`config.mk`:
```
export PLATFORM = sky130hd
export DESIGN_NAME = x86_integer_alu_with_flags_top
export DESIGN_NICKNAME = d
export VERILOG_FILES = /design/src/hdl/x86alu_pkg.sv /design/src/hdl/x86_integer_alu_with_flags_top.sv /design/src/hdl/x86alu_div.sv /design/src/hdl/x86alu_flags.sv
export SDC_FILE = /design/constraint.sdc
export NUM_CORES = 2
export LEC_CHECK = 0
export ABC_CLOCK_PERIOD_IN_PS = 8900
export BUFFER_PORTS_ARGS = -buffer_cell sky130_fd_sc_hd__buf_2
export CORE_MARGIN = 5
export CORE_UTILIZATION = 35
export CTS_BUF_LIST = sky130_fd_sc_hd__clkbuf_8 sky130_fd_sc_hd__clkbuf_16
export DETAILED_ROUTE_END_ITERATION = 8
export SYNTH_ARGS = -nofsm -noshare
export SYNTH_HDL_FRONTEND = slang
export SYNTH_SLANG_ARGS = --single-unit
```
`constraint.sdc`:
```
create_clock -name clk -period 8.9 [get_ports clk]
set_input_delay 0.445 -clock clk [delete_from_list [all_inputs] [get_ports clk]]
set_output_delay 0.445 -clock clk [all_outputs]
set_load 0.02 [all_outputs]
```
`src/hdl/x86alu_pkg.sv`:
```
// Shared definitions for the 32-bit integer ALU with flags.
// Operation codes, flag bit positions, divider sizing and the flag-update struct.
// No dependencies.
package x86alu_pkg;

  localparam int DATA_W    = 32;
  localparam int DIV_STEPS = 32;
  localparam int DIV_CNT_W = $clog2(DIV_STEPS);

  // Operation codes
  localparam logic [3:0] FUNC_ADD  = 4'd0;
  localparam logic [3:0] FUNC_SUB  = 4'd1;
  localparam logic [3:0] FUNC_AND  = 4'd2;
  localparam logic [3:0] FUNC_OR   = 4'd3;
  localparam logic [3:0] FUNC_XOR  = 4'd4;
  localparam logic [3:0] FUNC_CMP  = 4'd5;
  localparam logic [3:0] FUNC_INC  = 4'd6;
  localparam logic [3:0] FUNC_DEC  = 4'd7;
  localparam logic [3:0] FUNC_MUL  = 4'd8;
  localparam logic [3:0] FUNC_UDIV = 4'd9;
  localparam logic [3:0] FUNC_SDIV = 4'd10;
  localparam logic [3:0] FUNC_MOVE = 4'd11;

  // Flag bit positions in the 32-bit flags word
  localparam int FLAG_CF_BIT = 0;
  localparam int FLAG_PF_BIT = 2;
  localparam int FLAG_ZF_BIT = 6;
  localparam int FLAG_SF_BIT = 7;
  localparam int FLAG_OF_BIT = 11;

  // Flag update request for one operation
  typedef struct packed {
    logic zsp_en;  // update ZF, SF, PF from the result
    logic of_en;   // write OF
    logic of_val;  // new OF value
  } flag_ctl_t;

endpackage

```
`src/hdl/x86_integer_alu_with_flags_top.sv`:
```
// 32-bit integer ALU with flags register; top level with sequencer and output register.
// Depends on x86alu_pkg, x86alu_div and x86alu_flags.
//
// One transaction at a time. Add, sub, and, or, xor, cmp, inc, dec, mul and move
// are computed in the accept cycle and the result is offered in the next cycle;
// no new transaction is accepted until the output is taken.
// Unsigned and signed divide run through a bit-serial divider that yields one
// quotient bit per cycle, 32 steps. A divide by zero, or signed divide of the
// minimum value by minus one, reports divide_error with a zero result. The flags
// register (PF bit 2, ZF bit 6, SF bit 7, OF bit 11; CF bit 0 reads zero) is
// updated at accept by all operations but xor, mul, move and divide, and
// flags_out shows its value after the operation.
module x86_integer_alu_with_flags_top
  import x86alu_pkg::*;
(
  input  logic        clk,
  input  logic        rst,
  input  logic        in_valid,
  output logic        in_ready,
  input  logic [3:0]  func,
  input  logic [31:0] operand_a,
  input  logic [31:0] operand_b,
  output logic        out_valid,
  input  logic        out_ready,
  output logic [31:0] result_value,
  output logic        result_valid,
  output logic [31:0] flags_out,
  output logic        divide_error
);

  typedef enum logic [1:0] {S_IDLE, S_DIV, S_OUT} state_t;

  state_t            state;
  logic              accept;
  logic              sub_op;
  logic              inc_dec;
  logic [DATA_W-1:0] add_b;
  logic [DATA_W-1:0] b_eff;
  logic [DATA_W-1:0] sum;
  logic              ovf;
  logic [DATA_W-1:0] alu_r;
  logic              alu_wb;
  logic              is_div;
  logic              div_err;
  flag_ctl_t         fctl;
  logic              div_start;
  logic [DATA_W-1:0] mag_a;
  logic [DATA_W-1:0] mag_b;
  logic              div_done;
  logic [DATA_W-1:0] div_q;
  logic              q_neg;

  assign in_ready  = (state == S_IDLE);
  assign out_valid = (state == S_OUT);
  assign accept    = in_valid && in_ready;

  // Shared adder for add, sub, cmp, inc and dec
  always_comb begin
    sub_op  = func inside {FUNC_SUB, FUNC_CMP, FUNC_DEC};
    inc_dec = func inside {FUNC_INC, FUNC_DEC};
    add_b   = inc_dec ? DATA_W'(1) : operand_b;
    b_eff   = sub_op ? ~add_b : add_b;
    sum     = operand_a + b_eff + DATA_W'(sub_op);
    ovf     = (operand_a[DATA_W-1] == b_eff[DATA_W-1]) &&
              (sum[DATA_W-1] != operand_a[DATA_W-1]);
  end

  // Result select and flag request
  always_comb begin
    alu_r  = '0;
    alu_wb = 1'b1;
    fctl   = '0;
    case (func)
      FUNC_ADD, FUNC_SUB, FUNC_INC, FUNC_DEC: begin
        alu_r       = sum;
        fctl.zsp_en = 1'b1;
        fctl.of_en  = 1'b1;
        fctl.of_val = ovf;
      end
      FUNC_CMP: begin
        alu_r       = sum;
        alu_wb      = 1'b0;
        fctl.zsp_en = 1'b1;
        fctl.of_en  = 1'b1;
        fctl.of_val = ovf;
      end
      FUNC_AND: begin
        alu_r       = operand_a & operand_b;
        fctl.zsp_en = 1'b1;
        fctl.of_en  = 1'b1;
      end
      FUNC_OR: begin
        alu_r       = operand_a | operand_b;
        fctl.zsp_en = 1'b1;
        fctl.of_en  = 1'b1;
      end
      FUNC_XOR:  alu_r = operand_a ^ operand_b;
      FUNC_MUL:  alu_r = operand_a * operand_b;
      FUNC_MOVE: alu_r = operand_a;
      FUNC_UDIV, FUNC_SDIV: alu_wb = 1'b0;
      default:   alu_wb = 1'b0;
    endcase
    if (!accept) begin
      fctl = '0;
    end
  end

  // Divide setup: error check and operand magnitudes
  always_comb begin
    is_div  = (func == FUNC_UDIV) || (func == FUNC_SDIV);
    div_err = (operand_b == '0) ||
              ((func == FUNC_SDIV) && (operand_a == {1'b1, {(DATA_W-1){1'b0}}}) &&
               (operand_b == '1));
    if (func == FUNC_SDIV) begin
      mag_a = operand_a[DATA_W-1] ? (~operand_a + 1'b1) : operand_a;
      mag_b = operand_b[DATA_W-1] ? (~operand_b + 1'b1) : operand_b;
    end else begin
      mag_a = operand_a;
      mag_b = operand_b;
    end
    div_start = accept && is_div && !div_err;
  end

  x86alu_div u_div (
    .clk      (clk),
    .rst      (rst),
    .start    (div_start),
    .dividend (mag_a),
    .divisor  (mag_b),
    .done     (div_done),
    .quotient (div_q)
  );

  x86alu_flags u_flags (
    .clk    (clk),
    .rst    (rst),
    .ctl    (fctl),
    .result (alu_r),
    .flags  (flags_out)
  );

  // Sequencer and output register
  always_ff @(posedge clk) begin
    if (rst) begin
      state <= S_IDLE;
    end else begin
      case (state)
        S_IDLE: begin
          if (accept) begin
            q_neg <= (func == FUNC_SDIV) && (operand_a[DATA_W-1] != operand_b[DATA_W-1]);
            if (is_div && div_err) begin
              result_value <= '0;
              result_valid <= 1'b0;
              divide_error <= 1'b1;
              state        <= S_OUT;
            end else if (is_div) begin
              state <= S_DIV;
            end else begin
              result_value <= alu_r;
              result_valid <= alu_wb;
              divide_error <= 1'b0;
              state        <= S_OUT;
            end
          end
        end
        S_DIV: begin
          if (div_done) begin
            result_value <= q_neg ? (~div_q + 1'b1) : div_q;
            result_valid <= 1'b1;
            divide_error <= 1'b0;
            state        <= S_OUT;
          end
        end
        S_OUT: begin
          if (out_ready) begin
            state <= S_IDLE;
          end
        end
        default: state <= S_IDLE;
      endcase
    end
  end

  // Checks
  a_no_overlap: assert property (@(posedge clk) disable iff (rst)
    !(in_ready && out_valid))
    else $error("input and output sides active together");

  a_err_no_wb: assert property (@(posedge clk) disable iff (rst)
    (out_valid && divide_error) |-> !result_valid)
    else $error("divide error with write-back");

  a_fast_ops: assert property (@(posedge clk) disable iff (rst)
    (accept && !is_div) |=> out_valid)
    else $error("single-cycle op did not produce a result");

  a_flags_hold: assert property (@(posedge clk) disable iff (rst)
    !in_ready |=> $stable(flags_out))
    else $error("flags changed while busy");

  a_div_done_state: assert property (@(posedge clk) disable iff (rst)
    div_done |-> (state == S_DIV))
    else $error("divider finished outside divide state");

endmodule

```
`src/hdl/x86alu_div.sv`:
```
// Bit-serial restoring divider for unsigned 32-bit magnitudes.
// One quotient bit per cycle; depends on x86alu_pkg.
module x86alu_div
  import x86alu_pkg::*;
(
  input  logic              clk,
  input  logic              rst,
  input  logic              start,
  input  logic [DATA_W-1:0] dividend,
  input  logic [DATA_W-1:0] divisor,
  output logic              done,
  output logic [DATA_W-1:0] quotient
);

  logic                 busy;
  logic [DIV_CNT_W-1:0] count;
  logic [DATA_W-1:0]    rem;
  logic [DATA_W-1:0]    quo;
  logic [DATA_W-1:0]    dvs;
  logic [DATA_W:0]      trial;

  // Trial subtract of the shifted partial remainder
  assign trial = {rem, quo[DATA_W-1]} - {1'b0, dvs};

  // Control: step counter and done pulse
  always_ff @(posedge clk) begin
    if (rst) begin
      busy  <= 1'b0;
      count <= '0;
      done  <= 1'b0;
    end else begin
      done <= busy && (count == '0);
      if (start) begin
        busy  <= 1'b1;
        count <= DIV_CNT_W'(DIV_STEPS - 1);
      end else if (busy) begin
        if (count == '0) begin
          busy <= 1'b0;
        end else begin
          count <= count - 1'b1;
        end
      end
    end
  end

  // Datapath: remainder and quotient shift
  always_ff @(posedge clk) begin
    if (start) begin
      rem <= '0;
      quo <= dividend;
      dvs <= divisor;
    end else if (busy) begin
      if (!trial[DATA_W]) begin
        rem <= trial[DATA_W-1:0];
        quo <= {quo[DATA_W-2:0], 1'b1};
      end else begin
        rem <= {rem[DATA_W-2:0], quo[DATA_W-1]};
        quo <= {quo[DATA_W-2:0], 1'b0};
      end
    end
  end

  assign quotient = quo;

endmodule

```
`src/hdl/x86alu_flags.sv`:
```
// Flags register: PF, ZF, SF and OF, updated from a result and a request struct.
// CF is not stored and is tied to zero, so it reads as zero. Uses x86alu_pkg.
module x86alu_flags
  import x86alu_pkg::*;
(
  input  logic              clk,
  input  logic              rst,
  input  flag_ctl_t         ctl,
  input  logic [DATA_W-1:0] result,
  output logic [DATA_W-1:0] flags
);

  logic pf, zf, sf, of;

  // Hold and update stored flag bits
  always_ff @(posedge clk) begin
    if (rst) begin
      pf <= 1'b0;
      zf <= 1'b0;
      sf <= 1'b0;
      of <= 1'b0;
    end else begin
      if (ctl.zsp_en) begin
        zf <= (result == '0);
        sf <= result[DATA_W-1];
        pf <= ~(^result[7:0]);
      end
      if (ctl.of_en) begin
        of <= ctl.of_val;
      end
    end
  end

  // Assemble the architectural flags word
  always_comb begin
    flags              = '0;
    flags[FLAG_CF_BIT] = 1'b0;
    flags[FLAG_PF_BIT] = pf;
    flags[FLAG_ZF_BIT] = zf;
    flags[FLAG_SF_BIT] = sf;
    flags[FLAG_OF_BIT] = of;
  end

endmodule
```
; ---- Word level (Yosys, flattened, before mapping)
; Cells that the tools add are included.
; Widths: inputs -> output; s select.
[word_totals]
ff_bits = 144
latch_bits = 0
mem_bits_rw = 0
rom_bits = 0
input_bits = 72
memories = 0
[classes]
addsub = 7
multipliers = 1
div = 0
n_lt_le_gt_ge = 0
eq_ne = 23
shifts = 0
muxes = 43
bitwise = 9
reduce_logical = 29
[ops]
columns = op, count
row1 = $mux 32, 14
row2 = $pmux 32 s6, 1
row3 = $not 32->32, 4
row4 = $add 32x1->32 const B, 3
row5 = $eq 32x32->1 const B, 2
row6 = $logic_not 32->1, 2
row7 = $pmux 32 s2, 1
row8 = $sub 33x32->33, 1
row9 = $add 32x1->32, 1
row10 = $add 32x32->32, 1
row11 = $and 32x32->32, 1
row12 = $mul 32x32->32, 1
row13 = $or 32x32->32, 1
row14 = $xor 32x32->32, 1
row15 = $eq 4x3->1 const B, 4
row16 = $eq 4x4->1 const B, 4
row17 = $mux 5, 3
row18 = $mux 1, 14
row19 = $mux 2, 6
row20 = $logic_and 1x1->1, 9
row21 = $reduce_or 9->1, 1
row22 = $eq 4x2->1 const B, 2
row23 = $reduce_xor 8->1, 1
row24 = $reduce_or 7->1, 1
row25 = 24 further kinds, 33

; ---- Longest topological paths before layout
[depth]
word_depth = 12
mapped_depth = 30
mapped_depth_nobuf = 28

; ---- Cells and area by module
; Synthesis repeated with hierarchy kept, for this count alone.
[unflattened]
hier_cells = 3423
hier_area_um2 = 29602.1
[modules_own_cells]
columns = mod, instances, cells_per_inst, area_each_um2, seq_area_each_um2
row1 = x86_integer_alu_with_flags_top, 1, 2735, 22560.4, 1091.0
row2 = x86alu_div, 1, 618, 6462.4, 2702.6
row3 = x86alu_flags, 1, 70, 579.3, 80.1

; ---- Worst setup path before layout
; Ideal clock, no wire load.
[synth_timing]
path_kind = in2reg
from = in operand_b[6]
to = reg u_flags.zf
setup_time_ps = 59
t_arrival_ps = 7685
required_time_ps = 8841
setup_slack_ps = 1155
stages = 28
path_buffers = 2
path_cell_list = clkbuf_1 -> inv_1 -> buf_1 -> nor2_1 -> fa_1 -> fa_1 -> fa_1 -> inv_1 -> fa_1 -> inv_1 -> fa_1 -> inv_1 -> fa_1 -> inv_1 -> fa_1 -> fa_1 -> ha_1 -> nand3_1 -> nor2_1 -> and2_1 -> a31oi_1 -> nand2_1 -> xor2_1 -> a2111oi_0 -> nand3_1 -> or4_1 -> nor4_1 -> a22o_1
[synth_between]
elab_chain_len = 7
elab_cells_between_ends = 11
[synth_lines]
columns = element, line
row1 = "start, declared", x86_integer_alu_with_flags_top.sv:22  ; input logic [31:0] operand_b,
row2 = $mux 32, x86_integer_alu_with_flags_top.sv:61  ; add_b = inc_dec ? DATA_W'(1) : operand_b;
row3 = $not 32->32, x86_integer_alu_with_flags_top.sv:62  ; b_eff = sub_op ? ~add_b : add_b;
row4 = $mux 32, x86_integer_alu_with_flags_top.sv:62
row5 = $add 32x32->32, x86_integer_alu_with_flags_top.sv:63  ; sum = operand_a + b_eff + DATA_W'(sub_op);
row6 = $add 32x1->32, x86_integer_alu_with_flags_top.sv:63
row7 = $pmux 32 s6 *, x86_integer_alu_with_flags_top.sv:73  ; case (func)
row8 = $logic_not 32->1 *, x86alu_flags.sv:24  ; zf <= (result == '0);
row9 = "end signal, assigned", x86alu_flags.sv:24
row10 = "end, declared", x86alu_flags.sv:13  ; logic pf, zf, sf, of;
; Every way passes the cells marked *; elsewhere a longest branch is shown, timed or not.
; A chain may end at the register's enable or synchronous reset.

; ---- Worst setup path after layout
[layout_timing]
from = in operand_b[2]
to = reg u_flags.zf
; The elaborated chain is that of the path after synthesis.

==> results.yml <==
sta:
  finalCriticalPeriod_ns: 8.17
  slew_headroom_pct: 1.62
  tightest_slew_ns: 1.46
  drv_slew: 0
  fin_crit_sh_pct: 91.8
  hold_viol_final: 0
  rsz0062_at_grt: "false"
  max_freq_mhz: 122
  fin_worst_skew_ns: 0.0136
  tns_ns: 0
  whs_ns: 0.299
  setup_violations: 0
yosys:
  synth_edf_count: 99
  ys_ff_latch: 144
  ys_seq_area_share_pct: 13.4
  yosysUniqueCellTypes: 81
  syn-cell-area_um2: 29000
  synth_common_cells: "489 x inv_1, 412 x nor2_1, 410 x fa_1"
  synth_top_area_cell: "fa_1"
  synthCells: 3432
  synth_area_leaders: "fa_1 28%, ha_1 11%, edfxtp_1 10%"
  ys.flop_type: "edfxtp_1"
  syn_avg_cell_area_um2: 8.44
  synth_warnings: 0
  async_reset_ff_share_pct: 0
  synth_most_common_cell: "inv_1"
  yosysTopAreaCellShare_pct: 28.3
floorplanning:
  core_region_area_um2: 82100
  die-area_um2: 88600
  row_count: 105
  start_util_pct: 35.3
  die_w_um: 298
  dieHeight_um: 298
  io_pins: 140
worst_setup_path:
  crit_path_start_kind: "primary input"
  r2r_end: "u_div.rem[0]"
  end_kind: "flop"
  cp_data_required_time_ns: 9.29
  cp.arrival_ns: 8.56
  worstReg2RegStart: "u_div.quotient[31]"
  rrSetupSlack_ns: 4.02
  path_class: "primary input to flop"
  crit_path_max_fanout: 14
  r2r_cells: 15
finish:
  n_fill_cell: 8357
  fin_util_pct: 38.4
  nets: 4225
  multi_input_area_um2: 22400
  register_area_um2: 3870
  area_growth_pct: 8.89
  drive_gt1_share_pct: 8.09
clock_network:
  cts_tree: "built"
  cts_buffer_depth: 2
  cts_buffers: 17
  cts_setup_buffers: 0
  cts.sinks: 144
  clk_pin_slew_worst_paths_ns: 0.07
  cts_resized: 0
  clock_latency_ns: 0.45
  cts_max_level: 4
  cts_hold_buf: 0
  ctsRootBufferMaster: "clkbuf_16"
grt:
  grt.overflow.total: 0
  antenna_found_initial: 5
  grt_start_max_net_pins: 72
  grt_pass1_vias: 25293
  grt_pass1_wl_um: 161000
  grt_usage_pct: 23.8
route:
  dr.pass1.iters: 6
  route.detailed.drc: 0
  post_drt_wl_per_cell_um: 23.3
  antenna_left: 0
  drtIter0Drc: 2652
  num_vias: 25305
  vias_per_cell: 5.54
  routed_wl_um: 106000
min_path:
  hold-path-cell-count: 3
  min_to: "state[1]"
  hold_path_class: "primary input to flop"
  holdCritStartpoint: "out_ready"
placement:
  io_buffers: 111
  routabilityCongestion: 0.979
  dp_hpwl_um: 83700
run:
  drv_cap: 1
outcome:
  violations: "max-capacitance violations"
  status: "complete, but fails checks"
==> worst max-delay path: stages <==
cell and delay, ns:
buf_2 0.12, clkinv_1 0.45, buf_4 0.36, nor2_1 0.17, fa_1 0.44, inv_1 0.08, fa_1 0.42, fa_1 0.49
inv_1 0.06, fa_1 0.53, ha_1 0.23, ha_1 0.27, inv_1 0.05, fa_1 0.48, inv_1 0.05, fa_1 0.35
ha_1 0.37, a211oi_1 0.38, nor3_1 0.09, a211oi_1 0.51, nand3_1 0.32, a31oi_1 0.28, xnor2_1 0.13, a221oi_1 0.48
nand3_1 0.11, or4_1 0.43, nor4_1 0.28, a22o_1 0.16
==> metal layers <==
layer	up-vias	global-route usage [%]	wire [um]
li1	11214	-	-
met1	12371	32.2	43400
met2	1412	35.9	45400
met3	304	6.82	12300
met4	4	9.62	5260
met5	-	0	24
==> metrics by stage <==
step / cell area [um^2] / setup WS, ns / cells
after floorplan: 29100 / 1.16 / 3459
after global placement: 30900 / 0.487 / 4535
after detailed placement: 30900 / 0.502 / 4535
after CTS: 31500 / 0.970 / 4567
after global routing: 31500 / 0.315 / 4567
final: 31500 / 0.726 / 4571
==> state kept, by name (all words and copies together) (netlist names) <==
name and count:
divide_error 1, q_neg 1, result_valid 1, result_value 32, state 2, u_div.busy 1
u_div.count 5, u_div.done 1, u_div.dvs 32, u_div.quotient 32, u_div.rem 32, u_flags.of 1
u_flags.pf 1, u_flags.sf 1, u_flags.zf 1
==> placed cells by master (no fill, tap or decap), drive strengths merged, types with 45 or more instances in the layout <==
cell type / netlist / final
a21oi: 161 / 161
xnor2: 216 / 216
edfxtp: 99 / 99
o21ai: 133 / 133
ha: 259 / 259
dfxtp: 45 / 45
nand2: 376 / 376
fa: 410 / 410
inv: 492 / 497
nor2: 412 / 412
buf: 69 / 212
==> logic make-up (layout without fill, tap and decap cells) <==
kind of cell / after synthesis / after routing / synth area share [%]
buffers and inverters: 722 / 760 / 9.82
xor gates and xnor gates: 259 / 259 / 7.86
AOI/OAI and AO/OA: 562 / 562 / 12.4
DFF: 144 / 144 / 13.4
muxes: 38 / 38 / 1.34
other: 1 / 32 / 0.0129
adders and majority gates: 669 / 669 / 39.5
and+or+nand+nor: 1037 / 1037 / 15.7
==> cell type report <==
cell class / count / area share (%)
antenna: 4 / 0.0317
clock buffer: 22 / 1.71
clock inverter: 10 / 0.377
inverter: 516 / 6.14
multi-input combinational: 2593 / 71.0
sequential: 144 / 12.3
tap: 1070 / 4.25
timing repair buffer: 212 / 4.17
==> worst max path at each step <==
stage,startpoint,endpoint,slack (ns),cells after the start
floorplan,operand_b[6],u_flags.zf,1.16,28
global placement,operand_b[2],u_flags.zf,0.49,26
detailed placement,operand_b[2],result_value[30],0.50,28
CTS,operand_b[2],u_flags.zf,0.97,28
global route,operand_b[2],u_flags.zf,0.32,28
finish,operand_b[2],u_flags.zf,0.73,28
Power is not shown: default switching activity piles up to over one toggle a cycle in this logic, so the estimate is an artifact.
